## src/hw/rtl/mqs_pkg.sv

```systemverilog
`timescale 1ns / 1ps
// ----------------------------------------------------------------------------
// mqs_pkg
// Shared constants and elaboration-time table builders for the mapping
// quality unit.
// ----------------------------------------------------------------------------
package mqs_pkg;

    localparam int unsigned LN2_Q12      = 2839;
    localparam int unsigned HIT_GAIN_Q12 = 17789;
    localparam int unsigned HIT_BIAS_Q24 = 8371831;
    localparam int unsigned MAPQ_CAP     = 60;
    localparam int unsigned ONE_Q16      = 65536;

    // Unsigned shift-subtract division, used only when building tables.
    function automatic longint unsigned udiv64(input longint unsigned num,
                                               input longint unsigned den);
        longint unsigned rem;
        longint unsigned quo;
        rem = 0;
        quo = 0;
        for (int k = 63; k >= 0; k--) begin
            rem = (rem << 1) | ((num >> k) & 64'd1);
            quo = quo << 1;
            if (rem >= den) begin
                rem = rem - den;
                quo = quo | 64'd1;
            end
        end
        return quo;
    endfunction

    // ln(1 + i/2^tb) in Q0.12, via 2*atanh(t), t = i/(2*2^tb + i), 31 terms.
    function automatic logic [11:0] ln_frac(input int unsigned i,
                                            input int unsigned tb);
        longint unsigned den;
        longint unsigned t;
        longint unsigned t2;
        longint unsigned term;
        longint unsigned sum;
        longint unsigned res;
        den  = (64'd2 << tb) + longint'(i);
        t    = udiv64(longint'(i) << 32, den);
        t2   = (t * t) >> 32;
        term = t;
        sum  = 0;
        for (int unsigned k = 0; k < 31; k++) begin
            sum  = sum + udiv64(term, longint'(2 * k + 1));
            term = (term * t2) >> 32;
        end
        res = (2 * sum + (64'd1 << 19)) >> 20;
        return res[11:0];
    endfunction

    // Score penalty for small best scores, Q1.16.
    function automatic logic [16:0] score_pen(input int unsigned b);
        longint unsigned v;
        v = (longint'(b) * 65536 + 50) / 100;
        return v[16:0];
    endfunction

    // Seed-count penalty for small chains, Q1.16.
    function automatic logic [16:0] seed_pen(input int unsigned c);
        longint unsigned v;
        v = (longint'(c) * 65536 + 5) / 10;
        return v[16:0];
    endfunction

endpackage

```

## src/hw/rtl/mqs_ln.sv

```systemverilog
`timescale 1ns / 1ps
// ----------------------------------------------------------------------------
// mqs_ln
// Natural log of a 17-bit integer in Q4.12: leading-one position times ln 2
// plus a fraction table lookup. One register stage.
// ----------------------------------------------------------------------------
module mqs_ln #(
    parameter int LOG_TABLE_BITS = 8
) (
    input  logic        i_clk,
    input  logic        i_ce,
    input  logic [16:0] i_val,
    output logic [15:0] o_ln
);
    localparam int TAB_SIZE = 1 << LOG_TABLE_BITS;

    logic [11:0] tab [TAB_SIZE];

    // fraction table, constant
    for (genvar g = 0; g < TAB_SIZE; g++) begin : g_tab
        localparam logic [11:0] FRAC = mqs_pkg::ln_frac(g, LOG_TABLE_BITS);
        assign tab[g] = FRAC;
    end

    logic [4:0]                     exp_pos;
    logic [16+LOG_TABLE_BITS:0]     aligned;
    logic [LOG_TABLE_BITS-1:0]      idx;
    logic [15:0]                    n_ln;
    logic [15:0]                    r_ln;

    // leading one search
    always_comb begin
        exp_pos = '0;
        for (int k = 0; k < 17; k++) begin
            if (i_val[k]) exp_pos = 5'(k);
        end
    end

    // bits below the leading one, padded or truncated
    assign aligned = {i_val, {LOG_TABLE_BITS{1'b0}}} >> exp_pos;
    assign idx     = aligned[LOG_TABLE_BITS-1:0];
    assign n_ln    = 16'(16'(exp_pos) * 16'(mqs_pkg::LN2_Q12)) + 16'(tab[idx]);

    always_ff @(posedge i_clk) begin
        if (i_ce) begin
            r_ln <= n_ln;
        end
    end

    assign o_ln = r_ln;
endmodule

```

## config.mk

```make
export PLATFORM = sky130hd
export DESIGN_NAME = mqs_ln
export DESIGN_NICKNAME = d
export VERILOG_FILES = /design/src/hw/rtl/mqs_pkg.sv /design/src/hw/rtl/mqs_ln.sv
export SDC_FILE = /design/constraint.sdc
export NUM_CORES = 1
export LEC_CHECK = 0
export BUFFER_PORTS_ARGS = -buffer_cell sky130_fd_sc_hd__buf_2
export CAP_MARGIN = 20
export CORE_ASPECT_RATIO = 1.5
export CORE_MARGIN = 3
export CORE_UTILIZATION = 40
export CTS_CLUSTER_SIZE = 10
export DETAILED_ROUTE_END_ITERATION = 12
export SLEW_MARGIN = 0
export SYNTH_ARGS = -nofsm -noshare
export SYNTH_HDL_FRONTEND = slang
export SYNTH_SLANG_ARGS = --single-unit
```

## constraint.sdc

```tcl
create_clock -name i_clk -period 15 [get_ports i_clk]
set_input_delay 0 -clock i_clk [delete_from_list [all_inputs] [get_ports i_clk]]
set_output_delay 0 -clock i_clk [all_outputs]
set_load 0.1 [all_outputs]
```

* Word level (Yosys, flattened, before mapping)
Memory sizes are Yosys's and may differ from the RTL's.
Index checks and enable logic that the tools add are counted.
** Storage, ports and cells
- Register bits after elaboration :: 16
- Bits in latches :: 0
- Memory bits (writable) :: 0
- Bits in read-only memories :: 3072
- Input port bits :: 19
- Output and inout port bits :: 16
- Word-level logic and storage cells :: 25
- Memories kept :: 1
** Cells by class
- Add/subtract/negate cells :: 1
- Multipliers :: 1
- Div/mod/pow operators :: 0
- Magnitude comparators :: 1
- Equal/unequal tests :: 0
- Shift operators :: 1
- Mux-type cells :: 18
- Bitwise operators :: 1
- Reduce and logical (&&, ||, !) cells :: 0
** Memory list
- (no name shown) :: depth 256, width 12, read ports 1, clocked after Yosys merged registers in 0, write ports 0, RTL line mqs_ln.sv:42 : assign n_ln = 16'(16'(exp_pos) * 16'(mqs_pkg::LN2_Q12)) + 16'(tab[idx]);
** Operators by type and width (count)
- $mux 5 :: 15
- $shr 25x5->8 :: 1
- $mux 12 :: 2
- $add 16x12->16 :: 1
- $mul 5x12->16 const B :: 1
- $ge 9x9->1 const B :: 1
- $not 8->9 :: 1
- $mux 1 :: 1

* Logic depth before layout (Yosys ltp)
Gate-level depths: netlist of run 1.
- Word-level depth :: 22
- Mapped depth :: 39
- Gate-level depth less buffers :: 35

* Worst setup path before layout of run 1
No wires, ideal clock.
- Path type :: input to register
- From :: input port i_val[12]
- To :: register r_ln[15], in the netlist o_ln[15] (data pin)
- Library setup time :: 268 ps
- Arrival :: 6869 ps
- Required time :: 14732 ps
- Path slack :: 7863 ps
- Stages on the path :: 33
- Path buffers :: 5
- Path through :: buf_2 nor3_1 o31a_1 a21o_1 buf_4 inv_4 buf_6 a221oi_1 a211oi_1 nand4b_1 ha_1 clkbuf_1 clkbuf_1 o221ai_1 a221o_1 a21oi_1 nand4_1 fa_1 ha_1 fa_1 ha_1 a21o_1 a21oi_1 o21bai_1 a21oi_1 o21bai_1 a21oi_1 o21bai_1 a21oi_1 o21ai_0 a21o_1 a21oi_1 xnor2_1
** Between the ends
- Cells in the longest elaborated chain, start to end :: 11
- Elaborated cells on any way between the ends :: 12
- Classes of those cells :: add/sub: 1; mul: 1; shift: 1; mux: 7; bitwise: 1; memory: 1
** RTL lines
- from (decl) :: RTL line mqs_ln.sv:12 : input logic [16:0] i_val,
- $mux 5 (5 in a row) :: RTL line mqs_ln.sv:35 : if (i_val[k]) exp_pos = 5'(k);
- $shr 25x5->8 :: RTL line mqs_ln.sv:40 : assign aligned = {i_val, {LOG_TABLE_BITS{1'b0}}} >> exp_pos;
- $not 8->9 (not written as such) :: RTL line mqs_ln.sv:42
- $mem_v2 256x12
- $mux 12 (not written as such) (2 in a row) :: RTL line mqs_ln.sv:42
- $add 16x12->16 * :: RTL line mqs_ln.sv:42
- via n_ln[15] :: RTL line mqs_ln.sv:28 : logic [15:0] n_ln;
- to (signal assigned) :: RTL line mqs_ln.sv:46 : r_ln <= n_ln;
- to (decl) :: RTL line mqs_ln.sv:29 : logic [15:0] r_ln;
Mark *: on every way through the listed nets, which the timed path passes. The rest lies on a longest branch. The select of a mux whose other input is x is not followed.
A chain may end at the register's enable or synchronous reset.

* Worst setup path in the final report of run 1
- From :: input port i_val[16]
- To :: register r_ln[15], in the netlist o_ln[15] (data pin)
** Between the ends
- Cells in the longest elaborated chain, start to end :: 7
- Elaborated cells on any way between the ends :: 8
- Classes of those cells :: add/sub: 1; mul: 1; shift: 1; mux: 3; bitwise: 1; memory: 1
** RTL lines (RTL line)
- $mux 5 :: mqs_ln.sv:35
- $shr 25x5->8 :: mqs_ln.sv:40
- $not 8->9 (not written as such) :: mqs_ln.sv:42
- $mem_v2 256x12
- $mux 12 (not written as such) (2 in a row) :: mqs_ln.sv:42
- $add 16x12->16 * :: mqs_ln.sv:42
- via n_ln[15] :: mqs_ln.sv:28
Marked as above.

==> summary.txt, run 1 <==
======================================================================================
Area share of the largest cell type after synthesis                              10.7%
Initial antenna violation count                                                      0
Share of the yosys chip area belonging to registers                              8.18%
Number of buffers created by CTS                                                     3
Critical Path Slowest Stage Cell                                                  ha_1
First-pass GRT wire length                                                   35,800 um
TritonCTS clock tree                                                              done
Top cell by count, worst path                                                  a21oi_1
Worst slew margin relative to its limit                                          16.7%
Critical Path Source                                                         i_val[16]
Mean cell area of the mapped netlist                                          7.30 um2
Final Instance Count excl. Fillers                                                 967
Count of boundary I/O pins                                                          35
DRC errors left                                                                      0
Final cell utilization of the core                                               42.3%
Largest net degree at the start of global routing                                   75
Starting Density                                                                 41.4%
Count of synthesis-stage warnings from yosys                                         0
Fraction of layout instances using a drive strength above 1                      12.1%
EDFF count, synth                                                                   16
Post-CTS Setup Repair Bufs                                                           0
Longest Clk Path Bufs                                                                2
Overall power of the completed layout                                           820 uW
FP Rows                                                                             53
Data required time at the worst endpoint                                      14.97 ns
Hold violation total from the final report                                           0
Overall Global Routing Usage                                                     27.1%
Critical path start-end classification                                          in2reg
Final period utilization                                                         60.9%
Power per unit of standard cell area                                        137 nW/um2
Most numerous cell types in the synthesized netlist                       nand2_1, nor2_1, a21oi_1, o21ai_0, ha_1
Syn Nets                                                                           887
Routability Congestion                                                            1.00
Top post-synthesis cells by area                                          ha_1, edfxtp_1, a21oi_1
Endpoint type of the worst setup path                                             flop
Unique masters post-synth                                                           93
Clk sinks                                                                           16
Setup repair after global routing missed its margin                              false
Number of standard cells after synthesis                                           804
Final count of pins violating max slew                                               0
Area delta synth->final                                                          2.15%
FMAX                                                                         0.109 GHz
Crit path arrival time                                                         9.11 ns
Clock root buffer master                                                     clkbuf_16
Most numerous cell in the Yosys netlist                                        nand2_1
Cell taking the most area after synthesis                                         ha_1
Placed instance count                                                              963
Wire length after detailed routing                                           23,100 um
Static leakage                                                                 2.32 nW
Hold Buf Count CTS                                                                   0
VDD IR-drop max                                                                 135 uV
Result of the run                                                         finished clean
Mean number of vias per cell                                                      7.02
Longest individual stage delay on the worst path                               0.88 ns
Remaining antenna violation count after routing                                      0
CTS H-Tree Depth                                                                     1
Maximum Capacitance Violations                                                       0
Floorplan core area                                                         14,200 um2
I/O Buffers                                                                         34
Measured slew at the worst slew-check pin                                      1.23 ns
Total standard cell area after synthesis                                      5870 um2
Post-detailed-placement half-perimeter wirelength                            16,500 um
Detailed-route via count                                                         6,787
Count of nets after finishing                                                      859
Overflow after GRT                                                                   0
Setup Viol. Count Final                                                              0
Flip-flop count of the largest register, all copies and words added                 16
Number of gates resized after CTS                                                    0
CP Launch Type                                                               input pin
Clock slew at the register clock pins of the worst setup and hold paths        0.05 ns
DRT Pass-1 Iters                                                                     6
TNS Setup                                                                         0 ns
Worst setup path endpoint                                                 o_ln[15]$_DFFE_PP_
Ys async rst share                                                                  0%
Iteration-0 DRC count of the detailed router                                       825
Worst hold path type                                                            in2reg
Die Y-Extent                                                                    154 um
Die footprint                                                               16,200 um2
Width of the die                                                                105 um
Final period demand of the worst path                                          9.14 ns
Number of synthesized register bits                                                 16
Routed wire length per instance                                                23.8 um
Top flip-flop cell by instance count after synthesis                          edfxtp_1
Via count of the first global-routing pass                                       6,447
Critical path fanouts, max                                                          26
Fill cell instance count of the final layout                                     1,534
Hold_ws                                                                       0.176 ns
Number of antenna diodes                                                             0
======================================================================================
-- layer usage --
metal / part of all wire, % / vias up / GRT usage, %
met4: 8.2 / 0 / 19.3
li1: - / 3014 / -
met5: 0 / - / 0
met1: 36 / 3127 / 31.2
met3: 8.7 / 138 / 3.42
met2: 48 / 508 / 46.1
-- through the flow --
step	area [um2]	setup slack, ns
2_1_floorplan	5870	7.86
3_3_place_gp	5920	5.51
3_5_place_dp	5920	5.75
4_1_cts	6000	6.02
5_1_grt	6000	5.30
6_report	6000	5.86
-- area by class of cell --
type / count / area, um2 / area share [%]
Clock buffer: 3 / 75.1 / 1.25
Clock inverter: 1 / 3.75 / 0.0626
Inverter: 46 / 180 / 3.00
Multi-Input combinational cell: 662 / 4750 / 79.2
Sequential cell: 16 / 480 / 8.01
Tap cell: 192 / 240 / 4.01
Timing Repair Buffer: 47 / 268 / 4.46
-- cells in the final DEF, fill, tap and decap left out, drive strengths merged, types with 13 or more instances in the layout --
| cell type | count |
|---|---|
| a211oi | 25 |
| ha | 50 |
| inv | 46 |
| fa | 14 |
| buf | 47 |
| nand3 | 19 |
| edfxtp | 16 |
| nand2 | 80 |
| nor2 | 74 |
| a31oi | 16 |
| nor3 | 28 |
| o21ai | 57 |
| a22oi | 15 |
| o211ai | 16 |
| a21oi | 68 |
| a2111oi | 13 |
-- cells by family (layout without fill, tap and decap cells) --
group	after synthesis	count (layout)	share of synthesized area (%)
and+or+nand+nor	235	235	18.8
AOI/OAI and AO/OA	332	332	41.3
buffers and inverters	126	97	11.1
xor gates and xnor gates	15	15	2.37
adders and majority gates	64	64	15.4
DFF	16	16	8.18
muxes	16	16	2.88
-- worst min path at each step --
stage / depth (start not counted) / startpoint / to / slack, ns
after floorplan: 0 / i_ce / o_ln[0]$_DFFE_PP_ / 0.11
after global placement: 1 / i_ce / o_ln[15]$_DFFE_PP_ / 0.43
after detailed placement: 1 / i_ce / o_ln[15]$_DFFE_PP_ / 0.43
after CTS: 1 / i_ce / o_ln[15]$_DFFE_PP_ / 0.18
after global routing: 1 / i_ce / o_ln[13]$_DFFE_PP_ / 0.19
final: 1 / i_ce / o_ln[15]$_DFFE_PP_ / 0.18
-- worst max-delay path, delay by kind of cell --
family          cells  cell delay (ns)
compound gates     18             3.92
fa+ha+maj           5             2.42
buf+inv             4             1.35
simple gates        4             1.31
xor+xnor            1             0.09
-- power breakdown --
part | total (mW) | leakage [nW] | switching [mW] | internal, mW
clock network | 0.0514 | 0.0385 | 0.0161 | 0.0353
logic | 0.675 | 2.12 | 0.476 | 0.199
registers | 0.0928 | 0.157 | 0.00432 | 0.0885
total | 0.820 | 2.32 | 0.496 | 0.323
No activity file was read; power rests on OpenSTA's default activity.
==> run 2, diff against run 1 <==
==> constraint.sdc (replaced) <==
create_clock -name i_clk -period 8.5 [get_ports i_clk]
set_input_delay 0 -clock i_clk [delete_from_list [all_inputs] [get_ports i_clk]]
set_output_delay 0 -clock i_clk [all_outputs]
set_load 0.1 [all_outputs]
==> run 2 against run 1 <==
Against the previous run: hold slack better by 0.0025 ns; sequential share of layout area is 0.38 points lower; design area is 5.0% higher; clock-buffer cell count unchanged; wire length rose by 8.7%; final cell count grew 3.6%; utilization up 2.1 points; largest cell class unchanged; power is 84% higher; first-iteration DRC count grew 37%; sequential power increased by 77%; setup slack worse by 5.2 ns.
==> summary.txt, run 2 (synthesized netlist as in run 1, its figures left out) <==
======================================================================================
Clock slew at the register clock pins of the worst setup and hold paths        0.05 ns
Worst slew margin relative to its limit                                          39.6%
Most frequent cells in the layout                                         nand2_1, nor2_1, a21oi_1, o21ai_0, ha_1
Top cell by count, worst path                                                  a21oi_1
Data required time at the worst endpoint                                       8.49 ns
TritonCTS clock tree                                                              done
Worst setup path endpoint                                                 o_ln[15]$_DFFE_PP_
Number of antenna diodes                                                             0
Most frequent standard cell in the layout excluding fill and tap cells         nand2_1
Post-detailed-placement half-perimeter wirelength                            18,600 um
Measured slew at the worst slew-check pin                                     0.899 ns
Initial antenna violation count                                                      0
Routability Congestion                                                            1.07
Hold Buf Count CTS                                                                   0
CP Launch Type                                                               input pin
DRT Pass-1 Iters                                                                     8
VDD IR-drop max                                                                 216 uV
Final std cell area, no fill                                                  6300 um2
Crit path arrival time                                                         7.79 ns
Count of nets after finishing                                                      894
Remaining antenna violation count after routing                                      0
Wire length after detailed routing                                           25,100 um
Flip-flop count of the largest register, all copies and words added                 16
Post-CTS Setup Repair Bufs                                                           0
Floorplan core area                                                         14,200 um2
Final period utilization                                                         91.8%
Area delta synth->final                                                          7.27%
Fraction of layout instances using a drive strength above 1                      15.9%
Die footprint                                                               16,200 um2
Number of buffers created by CTS                                                     3
FMAX                                                                         0.128 GHz
Overall Global Routing Usage                                                     29.4%
Routed wire length per instance                                                25.0 um
Result of the run                                                         finished clean
Hold violation total from the final report                                           0
Count of boundary I/O pins                                                          35
Die Y-Extent                                                                    154 um
TNS Setup                                                                         0 ns
Mean number of vias per cell                                                      7.01
Overall power of the completed layout                                          1.51 mW
Placed Area                                                                   6220 um2
Number of gates resized after CTS                                                    0
Longest Clk Path Bufs                                                                2
Wire length on met2                                                          11,800 um
Worst Min Path Start                                                              i_ce
First-pass GRT wire length                                                   38,400 um
Power per unit of standard cell area                                        240 nW/um2
Final count of pins violating max slew                                               0
Setup Viol. Count Final                                                              0
Final period demand of the worst path                                          7.80 ns
Overflow after GRT                                                                   0
Setup repair after global routing missed its margin                              false
Routed length on met3                                                          2290 um
I/O Buffers                                                                         34
Maximum Capacitance Violations                                                       0
FP Rows                                                                             53
DRC errors left                                                                      0
Critical Path Slowest Stage Cell                                                  fa_1
Detailed-route via count                                                         7,029
Static leakage                                                                 2.50 nW
Critical path fanouts, max                                                          14
Iteration-0 DRC count of the detailed router                                     1,131
Clk sinks                                                                           16
Worst hold path type                                                            in2reg
Width of the die                                                                105 um
CTS H-Tree Depth                                                                     1
Starting Density                                                                 41.4%
Critical path start-end classification                                          in2reg
Longest individual stage delay on the worst path                               0.51 ns
Largest net degree at the start of global routing                                   68
Endpoint type of the worst setup path                                             flop
DR top layer                                                                      met4
Clock root buffer master                                                     clkbuf_16
Critical Path Source                                                         i_val[10]
Via count of the first global-routing pass                                       6,737
Met1 layer wirelength in the final routing                                     8630 um
======================================================================================
## run 2: cell count changes in the layout (fill, tap and decap cells not counted)
cell	change
buf_12	+3
buf_4	+32
## run 2: metal layers
metal	track usage, %	up-vias
li1	-	3081
met1	33.3	3219
met2	50.4	547
met3	3.34	182
met4	22.1	0
met5	0	-
## run 2: how the worst min path moves through the flow
stage / end / depth (start not counted)
final: o_ln[14]$_DFFE_PP_ / 1
after global placement: o_ln[15]$_DFFE_PP_ / 1
after global routing: o_ln[14]$_DFFE_PP_ / 1
after CTS: o_ln[14]$_DFFE_PP_ / 1
after floorplan: o_ln[0]$_DFFE_PP_ / 0
after detailed placement: o_ln[14]$_DFFE_PP_ / 1
## run 2: final cells by class
type	instances	area (um2)
tap	192	240
sequential	16	480
multi-input combinational	662	4750
timing repair buffer	82	568
inverter	46	180
fill	1508	7890
clock buffer	3	75.1
clock inverter	1	3.75
## run 2: report_power, final
group          internal, mW  switching [mW]  leakage (nW)  total, mW
sequential            0.156         0.00777         0.157      0.164
clock                0.0623          0.0279        0.0385     0.0901
combinational         0.383           0.873          2.31       1.26
## run 2: critical path, delay by kind of cell
kind                       cells  cell delay, ns
and+or+nand+nor                3            0.46
xor gates and xnor gates       1            0.07
muxes                          1            0.35
AOI/OAI and AO/OA             19            4.26
buffers and inverters          4            0.79
adders and majority gates      5            1.84
## run 2: per-stage QoR
stage	worst slack [ns]	util (%)	hold slack (ns)	instances
after floorplan	1.36	-	0.112	804
after global placement	0.537	43.8	0.428	998
after detailed placement	0.544	43.8	0.433	998
after CTS	0.760	44.4	0.183	1002
after global routing	0.127	44.4	0.188	1002
final	0.696	44.4	0.178	1002
