**src/hw/rtl/mqs_div.sv**
```systemverilog
`timescale 1ns / 1ps
// ----------------------------------------------------------------------------
// mqs_div
// Pipelined restoring divider: 31-bit dividend by 15-bit divisor, quotient
// of 17 bits, one quotient bit per stage. The dividend's top part must be
// below the divisor. Side data and a valid bit travel along.
// ----------------------------------------------------------------------------
module mqs_div #(
    parameter int SIDE_W = 8
) (
    input  logic              i_clk,
    input  logic              i_rst_n,
    input  logic              i_ce,
    input  logic              i_valid,
    input  logic [30:0]       i_num,
    input  logic [14:0]       i_den,
    input  logic [SIDE_W-1:0] i_side,
    output logic              o_valid,
    output logic [16:0]       o_quo,
    output logic [SIDE_W-1:0] o_side
);
    localparam int STAGES = 17;

    for (genvar k = 0; k < STAGES; k++) begin : g_stage
        logic [14:0]       in_rem;
        logic [16:0]       in_low;
        logic [16:0]       in_quo;
        logic [14:0]       in_den;
        logic [SIDE_W-1:0] in_side;
        logic              in_vld;
        logic [15:0]       trial;
        logic              take;
        logic [14:0]       n_rem;
        logic [16:0]       n_quo;
        logic [14:0]       r_rem;
        logic [16:0]       r_low;
        logic [16:0]       r_quo;
        logic [14:0]       r_den;
        logic [SIDE_W-1:0] r_side;
        logic              r_vld;

        if (k == 0) begin : g_first
            assign in_rem  = {1'b0, i_num[30:17]};
            assign in_low  = i_num[16:0];
            assign in_quo  = '0;
            assign in_den  = i_den;
            assign in_side = i_side;
            assign in_vld  = i_valid;
        end else begin : g_next
            assign in_rem  = g_stage[k-1].r_rem;
            assign in_low  = g_stage[k-1].r_low;
            assign in_quo  = g_stage[k-1].r_quo;
            assign in_den  = g_stage[k-1].r_den;
            assign in_side = g_stage[k-1].r_side;
            assign in_vld  = g_stage[k-1].r_vld;
        end

        // one restoring step on quotient bit 16-k
        always_comb begin
            trial = {in_rem, in_low[16-k]};
            take  = (trial >= {1'b0, in_den});
            n_rem = take ? 15'(trial - {1'b0, in_den}) : trial[14:0];
            n_quo = in_quo;
            n_quo[16-k] = take;
        end

        always_ff @(posedge i_clk) begin
            if (!i_rst_n) begin
                r_vld <= 1'b0;
            end else if (i_ce) begin
                r_vld <= in_vld;
            end
        end

        always_ff @(posedge i_clk) begin
            if (i_ce) begin
                r_rem  <= n_rem;
                r_low  <= in_low;
                r_quo  <= n_quo;
                r_den  <= in_den;
                r_side <= in_side;
            end
        end
    end

    assign o_valid = g_stage[STAGES-1].r_vld;
    assign o_quo   = g_stage[STAGES-1].r_quo;
    assign o_side  = g_stage[STAGES-1].r_side;
endmodule

```
**config.mk**
```make
export PLATFORM = sky130hd
export DESIGN_NAME = mqs_div
export DESIGN_NICKNAME = d
export VERILOG_FILES = /design/src/hw/rtl/mqs_div.sv
export SDC_FILE = /design/constraint.sdc
export NUM_CORES = 1
export LEC_CHECK = 0
export BUFFER_PORTS_ARGS = -buffer_cell sky130_fd_sc_hd__buf_2
export CAP_MARGIN = 20
export CORE_MARGIN = 5
export CORE_UTILIZATION = 43
export CTS_BUF_LIST = sky130_fd_sc_hd__clkbuf_8
export CTS_CLUSTER_SIZE = 8
export DETAILED_ROUTE_END_ITERATION = 8
export HOLD_SLACK_MARGIN = 0.03
export PLACE_DENSITY = 0.69
export SKIP_CTS_REPAIR_TIMING = 1
export SLEW_MARGIN = 20
export SYNTH_ARGS = -nofsm -noshare
export SYNTH_HDL_FRONTEND = slang
export SYNTH_SLANG_ARGS = --single-unit
```
**constraint.sdc**
```tcl
create_clock -name i_clk -period 4.15 [get_ports i_clk]
set_clock_uncertainty 0.15 [all_clocks]
set_input_delay 0.2075 -clock i_clk [delete_from_list [all_inputs] [get_ports i_clk]]
set_output_delay 0.2075 -clock i_clk [all_outputs]
set_load 0.01 [all_outputs]
```
=== After elaboration in Yosys (flattened, before gate mapping) ===
Index checks and enable logic that the tools add are counted.

* Bits in registers: 922
* Bits of input ports: 58
* Output and inout bits: 26
* Word-level logic and storage cells: 148

* $add $sub $neg: 16
* Order comparisons: 17
* Multiplexer cells: 16

{| class="wikitable"
|+ Operators by type and width
! cell !! number
|-
| $ge 16x15->1 || 16
|-
| $mux 15 || 16
|-
| $sub 15x15->15 || 16
|-
| $ge 15x15->1 || 1
|}

=== Longest topological paths before layout ===
Gate-level depths: netlist (run 1).

* Depth in word-level cells: 2
* Gate-level depth with buffers: 12
* Depth with buffers taken out: 11

=== Worst setup path after synthesis (run 1) ===
No wires, ideal clock.

* Path kind: register to register
* From: register g_stage[10].r_den[0]
* To: register g_stage[11].r_rem[12], data pin
* Setup time: 260 ps
* Data arrival time: 2613 ps
* Required time: 3740 ps
* Slack: 1128 ps
* Cell stages (with the launch flop): 12
* Path buffers: 2
* Clock period less this slack: 3022 ps
* Path through: edfxtp_1 > ha_1 > fa_1 > nor2b_1 > o21ai_2 > a211oi_1 > o31ai_4 > a31oi_4 > or2_1 > buf_6 > buf_6 > mux2_2

* Word-level cells in the longest chain between the ends: 2

{| class="wikitable"
|+ RTL lines
! what !! line !! text
|-
| start: declaration || 38 || <nowiki>logic [14:0] r_den;</nowiki>
|-
| start signal: assignment || 80 || <nowiki>r_den <= in_den;</nowiki>
|-
| $ge 16x15->1 || 61 || <nowiki>take = (trial >= {1'b0, in_den});</nowiki>
|-
| named net g_stage[11].take || 32 || <nowiki>logic take;</nowiki>
|-
| $mux 15 || 62 || <nowiki>n_rem = take ? 15'(trial - {1'b0, in_den}) : trial[14:0];</nowiki>
|-
| named net g_stage[11].n_rem[12] || 33 || <nowiki>logic [14:0] n_rem;</nowiki>
|-
| end signal: assignment || 77 || <nowiki>r_rem <= n_rem;</nowiki>
|-
| end: declaration || 35 || <nowiki>logic [14:0] r_rem;</nowiki>
|}

The timed path passes the listed nets, and every way through them passes these cells.
A chain may end at the register's enable or synchronous reset.

=== Worst setup path in the final report (run 1) ===
* From: register g_stage[9].r_den[0]
* To: register g_stage[10].r_rem[6], data pin

* Word-level cells in the longest chain between the ends: 2

{| class="wikitable"
|+ RTL lines
! what !! line
|-
| start: declaration || 38
|-
| start signal: assignment || 80
|-
| $sub 15x15->15 / $ge 16x15->1 (equally long branches) || 62, 61
|-
| $mux 15 (*) || 62
|-
| named net g_stage[10].n_rem[6] || 33
|-
| end signal: assignment || 77
|-
| end: declaration || 35
|}

The timed path passes the listed nets; every way through them passes the cells marked *.

==> results of run 1 <==
metal layers:
layer / vias to the layer above / share of wire (%) / wire length [um]
li1: 12859 / - / -
met3: 181 / 4.5 / 3470
met4: 0 / 3.4 / 2640
met5: - / 0 / 0
met1: 12220 / 44 / 34600
met2: 575 / 48 / 37200
layout by cell type (no fill, tap or decap), drive strengths merged, types with 50 or more instances in the layout:
cell and n:
edfxtp 905, inv 406, ha 255, a21oi 202, o21ai 188, nand2 184, nor2 182, clkbuf 158
buf 116, dlygate4sd3 99, mux2 99, xnor2 95, nor2b 75, a21o 72, nor3 56, clkinv 51
xor2 50
cell usage after synthesis (all sizes together), types with 35 or more instances:
library cell,count
mux2i,37
a21o,72
a21oi,202
o21a,44
mux2,99
edfxtp,905
o21ai,188
nor2b,75
nand2b,35
xnor2,95
ha,255
nor2,182
xor2,50
inv,345
nand2,184
nand4,36
nor3,56
final timing paths:
kind / start / to / slack [ps] / cells after the start
setup / recovery: g_stage[10].in_den[0]$_DFFE_PP_ / g_stage[10].r_rem[6]$_DFFE_PP_ / 560 / 9
hold / removal: i_num[24] / g_stage[0].r_rem[8]$_DFFE_PP_ / 120 / 3
setup reg to reg: g_stage[10].in_den[0]$_DFFE_PP_ / g_stage[10].r_rem[6]$_DFFE_PP_ / 560 / 9
hold reg to reg: g_stage[1].r_low[0]$_DFFE_PP_ / g_stage[2].r_low[0]$_DFFE_PP_ / 250 / 0
flip-flops by register name, summed over array words and instances (netlist names), 17 cells and up:
name	count
o_quo	17
g_stage.r_low	129
g_stage.r_den	225
g_stage.r_side	120
g_stage.r_quo	126
g_stage.r_rem	225
power groups by stage:
stage	clock (mW)	combinational [mW]	sequential [mW]
after floorplan	0	9.97	13.5
after global placement	0	12.1	14.0
after detailed placement	0	12.3	14.0
after CTS	7.72	12.4	13.8
after global routing	8.16	14.0	14.0
final	7.34	12.5	13.8
cells by family (layout without fill, tap and decap cells):
family | after synthesis | count (layout) | synth area share, %
flip-flops | 922 | 922 | 63.2
AO/OA/AOI/OAI | 730 | 730 | 11.0
AND/OR/NAND/NOR | 689 | 689 | 7.73
buffers and inverters | 392 | 836 | 3.55
adder cells (fa/ha/maj) | 271 | 271 | 8.07
XOR/XNOR | 145 | 145 | 2.92
multiplexers | 136 | 136 | 3.48
other | 0 | 1 | 0
critical path, cell delays in order (launching register included):
cell and delay, ps:
edfxtp_1 420, ha_1 230, fa_1 400, nor2b_1 140
o21ai_1 90, a211oi_1 400, o31ai_1 170, o211ai_2 260
and2_1 660, mux2_2 420
through the flow:
step | worst slack (ps) | hold WS (ps) | utilization [%] | power [mW] | cell area [um2]
floorplan | 1130 | 156 | - | 23.5 | 43500
global placement | 669 | 235 | 45.6 | 26.0 | 45800
detailed placement | 574 | 236 | 45.6 | 26.3 | 45800
CTS | 563 | -697 | 48.5 | 33.9 | 48600
global route | 393 | 66.8 | 49.4 | 36.1 | 49600
finish | 556 | 121 | 49.4 | 33.7 | 49600
final cells by class:
type / count / area (um2) / share of cell area, %
clock buffers: 158 / 2170 / 4.39
inverters: 345 / 1290 / 2.61
clock inverters: 118 / 656 / 1.32
repair buffers: 215 / 1790 / 3.61
well taps: 1357 / 1700 / 3.42
diodes: 1 / 2.50 / 0.00505
flip-flops and latches: 922 / 27500 / 55.5
multi-input cells: 1971 / 14500 / 29.2
==> results.json, run 1 <==
{
  "status": "complete, no violations",
  "synth_top_area_share_pct": 62.5,
  "cp-start-kind": "register",
  "drtIter0Drc": 1438,
  "p_per_area_nw_per_um2": 679,
  "yosysTopAreaCell": "edfxtp_1",
  "cts_buffers": 156,
  "clk_transition_reported_paths_ps": 70,
  "grt_pass1_wl_um": 126000,
  "fmax_mhz": 278,
  "finalSetupViolations": 0,
  "min_period_ps": 3590,
  "rows": 116,
  "dp_hpwl_um": 53500,
  "ys.flop_type": "edfxtp_1",
  "via_per_inst": 5.08,
  "drc": 0,
  "synthArstFlopShare_pct": 0,
  "maxCapViolCount": 0,
  "cts_buffer_depth": 3,
  "core_area_um2": 100000,
  "antenna_left": 0,
  "grt_overflow": 0,
  "drive_above_1_share_pct": 12.3,
  "io_pins": 84,
  "netlist_top_cells_area": "edfxtp_1 62%, ha_1 7.3%, inv_1 3.0%",
  "dp_cells": 4711,
  "grt_setup_unrepaired": "false",
  "power_frac_clock_pct": 21.8,
  "syn_area_per_cell_um2": 13.2,
  "relSlewSlack_pct": 33.7,
  "syn_nets": 3614,
  "synth-seq-cells": 922,
  "cts_tree": "yes",
  "insertion_delay_ps": 810,
  "dieWidth_um": 328,
  "area_growth_pct": 14.0,
  "p_sw_share_pct": 33.9,
  "gr-usage-all-layers_pct": 14.3,
  "cp_max_fo": 16,
  "final-hold-violation-count": 0,
  "grtUsageMet2_pct": 23.9,
  "cp.required_ps": 4570,
  "fin_tns_setup_ps": 0,
  "met1_usage_pct": 18.1,
  "period_share_pct": 86.6,
  "cts_sinks": 922,
  "yosysUniqueCellTypes": 94,
  "fin_nets": 3940,
  "htreeDepth": 4,
  "drv_slew": 0,
  "yosysWarnings": 0,
  "combPwrFrac_pct": 37.3,
  "worstSetupEndpointType": "register",
  "netlist_area_um2": 43500,
  "antenna_found_initial": 1,
  "vias": 25835,
  "die-area_um2": 108000,
  "power_frac_seq_pct": 40.9,
  "grt_max_degree": 111,
  "yosysSeqAreaShare_pct": 63.2,
  "tightest_slew_ps": 994,
  "holdCritPathClass": "in -> reg",
  "n_fill_cell": 8669,
  "gr-usage-met3_pct": 3.06,
  "grt.busiest_layer": "met2",
  "wl_per_cell_um": 15.3,
  "synth_cells": 3285,
  "critPathKind": "reg -> reg",
  "first_global_vias": 25435,
  "start_util_pct": 43.4,
  "clockRootBuffer": "clkbuf_8",
  "portBuffers": 83,
  "p_int_mw": 22.3,
  "routed_wl_um": 77900,
  "synth_edf_count": 905,
  "die_y_um": 328,
  "vdd_drop_max_mv": 0.306,
  "fin_cells": 5087,
  "crit_arrival_ps": 4010,
  "firstDrtPassIters": 6,
  "globalplace.congestion": 0.870,
  "leakagePower_nw": 19.5,
  "switchingPower_mw": 11.4
}
Note: power is estimated with default switching activity, not from simulation.
==> inputs of run 2 (changes only) <==
Settings changed: CTS_BUF_LIST sky130_fd_sc_hd__clkbuf_8 to not set.
==> run 2 against run 1 <==
Against the previous run:
- first-iteration DRC count is 13% higher
- count of clock-buffer cells in the layout shrank 9
- sequential share of layout area shrank 0.52 points
- wire length down 0.45%
- maximum frequency fell by 0.15%
- flip-flop and latch count is the same
- via count shrank 1.2%
- utilization grew 0.47 points
- worst setup slack worse by 5.3 ps
- global-route usage increased by 0.068 points
- combinational power about the same
- sequential power is essentially flat
- critical path type unchanged
- critical endpoint unchanged
- largest cell class unchanged
==> results.json, run 2 (synthesis gave the netlist of run 1 again) <==
{
  "grt_max_degree": 111,
  "rows": 116,
  "fin_tns_setup_ps": 0,
  "grt_pass1_wl_um": 126000,
  "cp-start-kind": "register",
  "clk_transition_reported_paths_ps": 50,
  "firstDrtPassIters": 5,
  "largestRegisters": "g_stage.r_den: 225 flops, g_stage.r_rem: 225 flops, g_stage.r_low: 129 flops",
  "vias": 25522,
  "cp-startpoint": "g_stage[10].in_den[0]$_DFFE_PP_",
  "r2r.worst_path.cells": 9,
  "relSlewSlack_pct": 34.7,
  "antenna_found_initial": 0,
  "r2r_setup_slack_ps": 550,
  "cts_tree": "yes",
  "cts_buffer_depth": 3,
  "leakagePower_nw": 19.5,
  "min_period_ps": 3600,
  "final_common_cell": "edfxtp_1",
  "fin_nets": 3880,
  "cp-endpoint": "g_stage[10].r_rem[6]$_DFFE_PP_",
  "globalplace.congestion": 0.870,
  "p_per_area_nw_per_um2": 717,
  "routed_wl_um": 77500,
  "htreeDepth": 4,
  "final-hold-violation-count": 0,
  "worstReg2RegStart": "g_stage[10].in_den[0]$_DFFE_PP_",
  "gr-usage-all-layers_pct": 14.4,
  "cts_sinks": 922,
  "holdCritPathClass": "in -> reg",
  "grt_overflow": 0,
  "clockRootBuffer": "clkbuf_16",
  "grt_setup_unrepaired": "false",
  "drv_slew": 0,
  "fmax_mhz": 278,
  "antenna_left": 0,
  "drtIter0Drc": 1622,
  "num_antenna_cells": 0,
  "area_growth_pct": 15.0,
  "final_cell_mix": "905 x edfxtp_1, 344 x inv_1, 255 x ha_1",
  "die_y_um": 328,
  "critPathKind": "reg -> reg",
  "wl_per_cell_um": 15.7,
  "drive_above_1_share_pct": 11.6,
  "start_util_pct": 43.4,
  "io_pins": 84,
  "insertion_delay_ps": 720,
  "worstSetupEndpointType": "register",
  "portBuffers": 83,
  "n_fill_cell": 8540,
  "timing.hold.ws_ps": 59.2,
  "die-area_um2": 108000,
  "status": "complete, no violations",
  "tightest_slew_ps": 980,
  "cp.required_ps": 4460,
  "drc": 0,
  "maxCapViolCount": 0,
  "vdd_drop_max_mv": 0.360,
  "dp_hpwl_um": 53500,
  "power_mw": 35.9,
  "core_area_um2": 100000,
  "cp_max_fo": 16,
  "finalSetupViolations": 0,
  "cts_buffers": 134,
  "reg2reg_to": "g_stage[10].r_rem[6]$_DFFE_PP_",
  "crit_arrival_ps": 3910,
  "first_global_vias": 25307,
  "period_share_pct": 86.7,
  "via_per_inst": 5.17,
  "dieWidth_um": 328
}
[run 2: worst min-delay path by stage]
stage	endpoint	startpoint	depth (start not counted)	slack, ps
after floorplan	g_stage[0].r_den[0]$_DFFE_PP_	i_den[0]	0	160
after global placement	g_stage[0].r_side[2]$_DFFE_PP_	i_side[2]	1	240
after global routing	g_stage[0].r_side[3]$_DFFE_PP_	i_side[3]	2	30
after detailed placement	g_stage[0].r_low[6]$_DFFE_PP_	i_num[6]	1	240
after CTS	g_stage[0].r_low[10]$_DFFE_PP_	i_num[10]	1	-550
final	g_stage[0].r_low[6]$_DFFE_PP_	i_num[6]	2	60
[run 2: metrics by stage]
| stage | setup WS (ps) | area (um2) | utilization [%] | std cells |
|---|---|---|---|---|
| after detailed placement | 574 | 45800 | 45.6 | 4711 |
| after global routing | 381 | 50100 | 49.9 | 4937 |
| after CTS | 575 | 49400 | 49.3 | 4876 |
| after global placement | 669 | 45800 | 45.6 | 4711 |
| final | 551 | 50100 | 49.9 | 4937 |
| after floorplan | 1130 | 43500 | - | 3285 |
[run 2: critical path: stages, from the launching register on]
cell and delay (ps):
edfxtp_1 410, ha_1 230, fa_1 400, nor2b_1 140, o21ai_1 90, a211oi_1 430
o31ai_1 180, o211ai_2 240, and2_1 650, mux2_2 430
[run 2: report_power, final]
part           internal (mW)  leakage, nW  switching [mW]
sequential              12.8         8.98           0.962
clock                   5.84         1.79            3.74
combinational           5.66         8.71            6.87
total                   24.3         19.5            11.6
[run 2: area by class of cell]
class,count,area (um2),share of cell area (%)
timing repair buffer,177,1410,2.81
clock buffer,149,3450,6.90
clock inverter,16,230,0.460
tap,1357,1700,3.39
inverter,345,1290,2.59
multi-input combinational,1971,14500,28.9
sequential,922,27500,55.0
[run 2: layer usage]
| layer | wire, um | GRT usage (%) | share of wire, % | vias to the layer above |
|---|---|---|---|---|
| met5 | 0 | 0 | 0 | - |
| li1 | - | - | - | 12669 |
| met1 | 34200 | 18.2 | 44 | 12132 |
| met4 | 2570 | 6.10 | 3.3 | 0 |
| met3 | 3440 | 2.79 | 4.4 | 172 |
| met2 | 37300 | 24.3 | 48 | 549 |
==> inputs of run 3 (changes only) <==
Settings changed: CTS_BUF_LIST set to sky130_fd_sc_hd__clkbuf_16.
==> run 3 against run 2 <==
Against the previous run:
- sequential power about the same
- sequential share of layout area did not move
- global-route usage stayed put
- first-iteration DRC count shrank 0.12%
- clock power barely moved
- worst setup slack worse by 27 ps
- register-to-register slack got worse by 30 ps
- cell count is the same
- wire length is essentially flat
- highest routed layer unchanged
==> results.json, run 3 (synthesis gave the netlist of run 1 again) <==
{
  "grt_overflow": 0,
  "htreeDepth": 4,
  "reg2reg_to": "g_stage[10].r_rem[6]$_DFFE_PP_",
  "cp_max_fo": 16,
  "crit_arrival_ps": 3940,
  "rows": 116,
  "cts_tree": "yes",
  "core_area_um2": 100000,
  "drc": 0,
  "cts_sinks": 922,
  "antenna_left": 0,
  "grt_max_degree": 111,
  "relSlewSlack_pct": 34.7,
  "p_per_area_nw_per_um2": 717,
  "dieWidth_um": 328,
  "first_global_vias": 25307,
  "fin_cells": 4937,
  "worstSetupEndpointType": "register",
  "leakagePower_nw": 19.5,
  "grt_setup_unrepaired": "false",
  "status": "complete, no violations",
  "holdPathStages": 2,
  "fin_tns_setup_ps": 0,
  "hold_start": "i_num[6]",
  "fmax_mhz": 276,
  "dp_hpwl_um": 53500,
  "layout_setup_ws_ps": 523,
  "clk_transition_reported_paths_ps": 50,
  "num_antenna_cells": 0,
  "globalplace.congestion": 0.870,
  "portBuffers": 83,
  "timing.hold.ws_ps": 59.4,
  "vias": 25529,
  "fin_nets": 3880,
  "power_mw": 35.9,
  "placedInstanceArea_um2": 45800,
  "die-area_um2": 108000,
  "gr-usage-all-layers_pct": 14.4,
  "final_common_cell": "edfxtp_1",
  "tightest_slew_ps": 980,
  "r2r.worst_path.cells": 9,
  "die_y_um": 328,
  "start_util_pct": 43.4,
  "clockRootBuffer": "clkbuf_16",
  "routed_wl_um": 77500,
  "r2r_setup_slack_ps": 520,
  "worstReg2RegStart": "g_stage[10].in_den[0]$_DFFE_PP_",
  "area_growth_pct": 15.0,
  "min_to": "g_stage[0].r_low[6]$_DFFE_PP_",
  "maxCapViolCount": 0,
  "cp.required_ps": 4460,
  "critPathKind": "reg -> reg",
  "via_per_inst": 5.17,
  "vdd_drop_max_mv": 0.359,
  "wl_per_cell_um": 15.7,
  "drive_above_1_share_pct": 11.6,
  "antenna_found_initial": 0,
  "insertion_delay_ps": 720,
  "drv_slew": 0,
  "drtIter0Drc": 1620,
  "fin_area_um2": 50100,
  "firstDrtPassIters": 5,
  "cts_buffers": 134,
  "min_period_ps": 3630,
  "final_cell_mix": "905 x edfxtp_1, 357 x inv_1, 255 x ha_1",
  "finalSetupViolations": 0,
  "final-hold-violation-count": 0,
  "dp_cells": 4711,
  "holdCritPathClass": "in -> reg",
  "cts_buffer_depth": 3,
  "place_ws_ps": 574,
  "grt_pass1_wl_um": 126000,
  "fin_util_pct": 49.9,
  "cp-start-kind": "register",
  "period_share_pct": 87.4,
  "largestRegisters": "g_stage.r_den: 225 flops, g_stage.r_rem: 225 flops, g_stage.r_low: 129 flops",
  "io_pins": 84
}
## run 3: cell count changes in the layout (fill, tap and decap cells not counted)
cell / previous run / this run
inv_1: 344 / 357
clkbuf_1: 13 / 0
## run 3: how the worst max path moves through the flow
stage                                         start                               to  slack (ps)  cells after the start
finish              g_stage[10].in_den[0]$_DFFE_PP_   g_stage[10].r_rem[6]$_DFFE_PP_         520                      9
global route         g_stage[10].r_low[5]$_DFFE_PP_  g_stage[11].r_rem[10]$_DFFE_PP_         380                     10
CTS                  g_stage[10].r_low[5]$_DFFE_PP_   g_stage[11].r_rem[6]$_DFFE_PP_         570                     10
detailed placement  g_stage[10].in_den[0]$_DFFE_PP_   g_stage[10].r_rem[6]$_DFFE_PP_         570                      9
global placement    g_stage[10].in_den[0]$_DFFE_PP_  g_stage[10].r_rem[10]$_DFFE_PP_         670                      9
floorplan            g_stage[10].r_den[0]$_DFFE_PP_  g_stage[11].r_rem[12]$_DFFE_PP_        1130                     11
## run 3: routing by layer
| layer | global-route usage (%) | wire length, um |
|---|---|---|
| met5 | 0 | 0 |
| met4 | 6.10 | 2560 |
| met3 | 2.79 | 3410 |
| met2 | 24.3 | 37300 |
| met1 | 18.2 | 34200 |
## run 3: critical path, cell delays in order (launching register included)
cell      delay (ps)
edfxtp_1         410
ha_1             230
fa_1             400
nor2b_1          140
o21ai_1           90
a211oi_1         440
o31ai_1          180
o211ai_2         240
and2_1           650
mux2_2           430
## run 3: where the power goes
group / switching [mW] / total, mW / internal (mW) / leakage, nW
Sequential: 0.962 / 13.8 / 12.8 / 8.98
Combinational: 6.87 / 12.5 / 5.66 / 8.71
Clock: 3.75 / 9.55 / 5.81 / 1.85
## run 3: cell type report
type / count / area, um2
inverters: 345 / 1290
fillers: 8540 / 50200
multi-input cells: 1971 / 14500
well taps: 1357 / 1700
repair buffers: 177 / 1410
clock inverters: 29 / 279
clock buffers: 136 / 3400
flip-flops and latches: 922 / 27500
